<file path="src/design/satlb_ram.sv">
module satlb_ram #(
    parameter int WIDTH = 8,
    parameter int DEPTH = 16
) (
    input  logic                                  i_clk,
    input  logic                                  i_wr_en,
    input  logic [((DEPTH > 1) ? $clog2(DEPTH) : 1)-1:0] i_wr_addr,
    input  logic [WIDTH-1:0]                      i_wr_data,
    input  logic                                  i_rd_en,
    input  logic [((DEPTH > 1) ? $clog2(DEPTH) : 1)-1:0] i_rd_addr,
    output logic [WIDTH-1:0]                      o_rd_data
);

    logic [WIDTH-1:0] r_mem [DEPTH];

    always_ff @(posedge i_clk) begin
        if (i_wr_en) begin
            r_mem[i_wr_addr] <= i_wr_data;
        end
        if (i_rd_en) begin
            o_rd_data <= r_mem[i_rd_addr];
        end
    end

endmodule

</file>
<file path="config.mk">
export PLATFORM = sky130hd
export DESIGN_NAME = satlb_ram
export DESIGN_NICKNAME = d
export VERILOG_FILES = /design/src/design/satlb_ram.sv
export SDC_FILE = /design/constraint.sdc
export NUM_CORES = 1
export LEC_CHECK = 0
export BUFFER_PORTS_ARGS = -buffer_cell sky130_fd_sc_hd__buf_2
export CAP_MARGIN = 20
export CORE_ASPECT_RATIO = 1.4
export CORE_MARGIN = 2
export CORE_UTILIZATION = 40
export DETAILED_ROUTE_END_ITERATION = 7
export GPL_ROUTABILITY_DRIVEN = 0
export GPL_TIMING_DRIVEN = 0
export SLEW_MARGIN = 10
export SYNTH_ARGS = -nofsm -noshare
export SYNTH_HDL_FRONTEND = slang
export SYNTH_SLANG_ARGS = --single-unit
</file>
<file path="constraint.sdc">
create_clock -name i_clk -period 5.3 [get_ports i_clk]
set_clock_uncertainty 0.05 [all_clocks]
set_input_delay 0.795 -clock i_clk [delete_from_list [all_inputs] [get_ports i_clk]]
set_output_delay 0.795 -clock i_clk [all_outputs]
set_load 0.05 [all_outputs]
</file>
==> results.yml <==
outcome:
  status: "completed"
route:
  dr.pass1.iters: 4
  drc: 0
  ant_nets: 0
  initialDrtViolationCount: 212
  vias_per_cell: 5.47
  wire_per_inst_microns: 22.6
  vias: 2400
  finalWirelength_microns: 9920
pwr:
  power_frac_seq_pct: 49.3
  power_density_mw_per_mm2: 403
  internal-power_mw: 1.98
  swShare_pct: 19.8
  clock_power_share_pct: 45.3
  p_sw_mw: 0.489
  p_total_mw: 2.47
  leakage_nw: 2.04
  peakVddDrop_v: 0.000170
  p_comb_share_pct: 5.4
clocking:
  path_clk_slew_ns: 0.05
  post_cts_buffers: 0
  cts_made_buffers: 17
  tritoncts: "built"
  clk_latency_ns: 0.41
  hold_buffers: 0
  clock_path_buffers: 2
  h-tree-depth: 4
  clock_sinks: 136
  root_buffer: "clkbuf_16"
  cts_resized: 0
place:
  placed_area_sq_mm: 0.00556
  io_buffers: 25
  dp_hpwl_microns: 6490
  dp.cells: 408
logic_synthesis:
  synthTopCellsByCount: "edfxtp_1 (136), mux4_2 (18), a22oi_1 (16)"
  syn_avg_cell_area_sq_um: 22.8
  syn_inst: 229
  ys_seq_area_share_pct: 78.1
  synth_warnings: 0
  synth_seq_cells: 136
  synth_edf_count: 136
  yosys.area.top_type: "edfxtp_1"
  syn-num-nets: 248
  synth.area.top_cells: "edfxtp_1 (78%), mux4_2 (7.8%), mux4_1 (7.0%)"
  ys_types: 18
  synth_flop_cell: "edfxtp_1"
  synth_most_common_cell: "edfxtp_1"
  syn_area_sq_mm: 0.00523
  post-synth-top-area-fraction_pct: 78.1
  async_reset_ff_share_pct: 0
sta:
  tightest_slew_ns: 0.838
  hold_violations: 0
  fmax_ghz: 0.480
  slew_headroom_pct: 43.9
  rsz0062_at_grt: "no"
  setup_viol_count_final: 0
  timing.hold.ws_ns: 0.675
  fin_setup_tns_ns: 0
  maxSlewViolCount: 0
  period_minus_slack_ns: 2.08
  post-route-period-util_pct: 39.3
flow_run:
  cap_violations: 0
min_path:
  holdPathStages: 1
  hold_path_class: "in -> reg"
  worstHoldStart: "i_rd_en"
  hold_path_end: "o_rd_data[4]$_DFFE_PP_"
layout:
  design_area_sq_mm: 0.00613
  final_layout_size_suffix_gt1_share_pct: 28.7
  layout.cells.non_filler: 439
  synthToLayoutAreaGrowth_pct: 17.2
  final_nets: 293
  insertedDiodeCount: 0
global_routing:
  antenna_found_initial: 0
  overflow: 0
  grt_max_degree: 17
  grt_pass1_vias: 2392
  grt_pass1_wl_microns: 14800
  track_usage_pct: 15.2
floorplan:
  core_area_sq_mm: 0.0128
  die_x_microns: 101
  io-pin-count: 27
  die_h_microns: 139
  rows: 49
  start_util_pct: 40.8
  die_area_sq_mm: 0.0140
critical_path:
  worstPathArrival_ns: 2.07
  required_ns: 5.28
  worstRegToRegCells: 3
  rrSetupSlack_ns: 3.65
  path_max_fanout: 8
  start_kind: "input pin"
  r2r_end: "o_rd_data[3]$_DFFE_PP_"
  crit_type: "in -> reg"
  crit_path_end_kind: "register"
  reg2reg_from: "r_mem[1][3]$_DFFE_PP_"
[critical path, stage by stage]
cell	delay, ns
buf_2	0.11
or3b_2	0.53
nor2_1	0.63
[worst max path at each step]
stage | startpoint | endpoint | slack, ns | depth (start not counted)
after CTS | i_wr_addr[2] | r_mem[3][5]$_DFFE_PP_ | 3.21 | 3
final | i_wr_addr[2] | r_mem[2][5]$_DFFE_PP_ | 3.22 | 3
after floorplan | i_wr_addr[2] | r_mem[0][0]$_DFFE_PP_ | 2.96 | 2
after global placement | i_wr_addr[2] | r_mem[0][1]$_DFFE_PP_ | 2.34 | 3
after detailed placement | i_wr_addr[2] | r_mem[3][3]$_DFFE_PP_ | 2.78 | 3
after global routing | i_wr_addr[2] | r_mem[3][5]$_DFFE_PP_ | 3.14 | 3
[power by group through the flow]
stage / combinational [mW] / clock (mW) / sequential, mW
2_1_floorplan: 0.0612 / 0 / 1.26
3_3_place_gp: 0.131 / 0 / 1.24
3_5_place_dp: 0.135 / 0 / 1.24
4_1_cts: 0.135 / 1.14 / 1.22
5_1_grt: 0.141 / 1.19 / 1.22
6_report: 0.132 / 1.12 / 1.22
[cell families after synthesis]
kind of cell           after synthesis  synth area share (%)
flip-flops                         136                  78.1
AND/OR/NAND/NOR                     35                  3.14
multiplexers                        32                  14.8
AO/OA/AOI/OAI                       16                  2.30
buffers and inverters               10                  1.65
[cells in the final DEF (no fill, tap or decap), types with 2 or more instances in the layout]
| cell | synthesis | layout |
|---|---|---|
| nand2_1 | 9 | 9 |
| mux4_2 | 18 | 18 |
| buf_6 | 3 | 3 |
| a22oi_1 | 16 | 16 |
| clkinv_2 | 0 | 3 |
| nor2_1 | 13 | 13 |
| nand2b_1 | 2 | 2 |
| clkdlybuf4s25_2 | 3 | 3 |
| buf_2 | 3 | 29 |
| bufinv_16 | 0 | 3 |
| edfxtp_1 | 136 | 136 |
| mux4_1 | 14 | 14 |
| nor3_2 | 0 | 3 |
| nand3b_1 | 2 | 2 |
| clkinv_1 | 0 | 7 |
| clkbuf_16 | 0 | 17 |
[flip-flops by register name (all words and copies together) (netlist names)]
signal	flops
o_rd_data	8
r_mem	128
[through the flow]
| stage | worst slack, ns | util [%] |
|---|---|---|
| CTS | 3.21 | 47.8 |
| global placement | 2.34 | 43.3 |
| detailed placement | 2.78 | 43.4 |
| floorplan | 2.96 | - |
| global route | 3.14 | 47.8 |
| finish | 3.22 | 47.8 |
[layer usage]
layer / GRT usage, % / vias to the layer above / wire (microns)
met1: 19.6 / 1237 / 4100
met4: 5.41 / 0 / 114
li1: - / 1068 / -
met5: 0 / - / 0
met3: 4.27 / 8 / 496
met2: 24.7 / 87 / 5200
[final cells by class]
cell class,count,area [sq um]
Multi-Input combinational cell,83,1070
Clock buffer,17,425
Buffer,10,86.3
Fill cell,1020,6690
Tap cell,153,191
Timing Repair Buffer,26,130
Sequential cell,136,4080
Clock inverter,14,139
No activity file was read; power rests on OpenSTA's default activity.
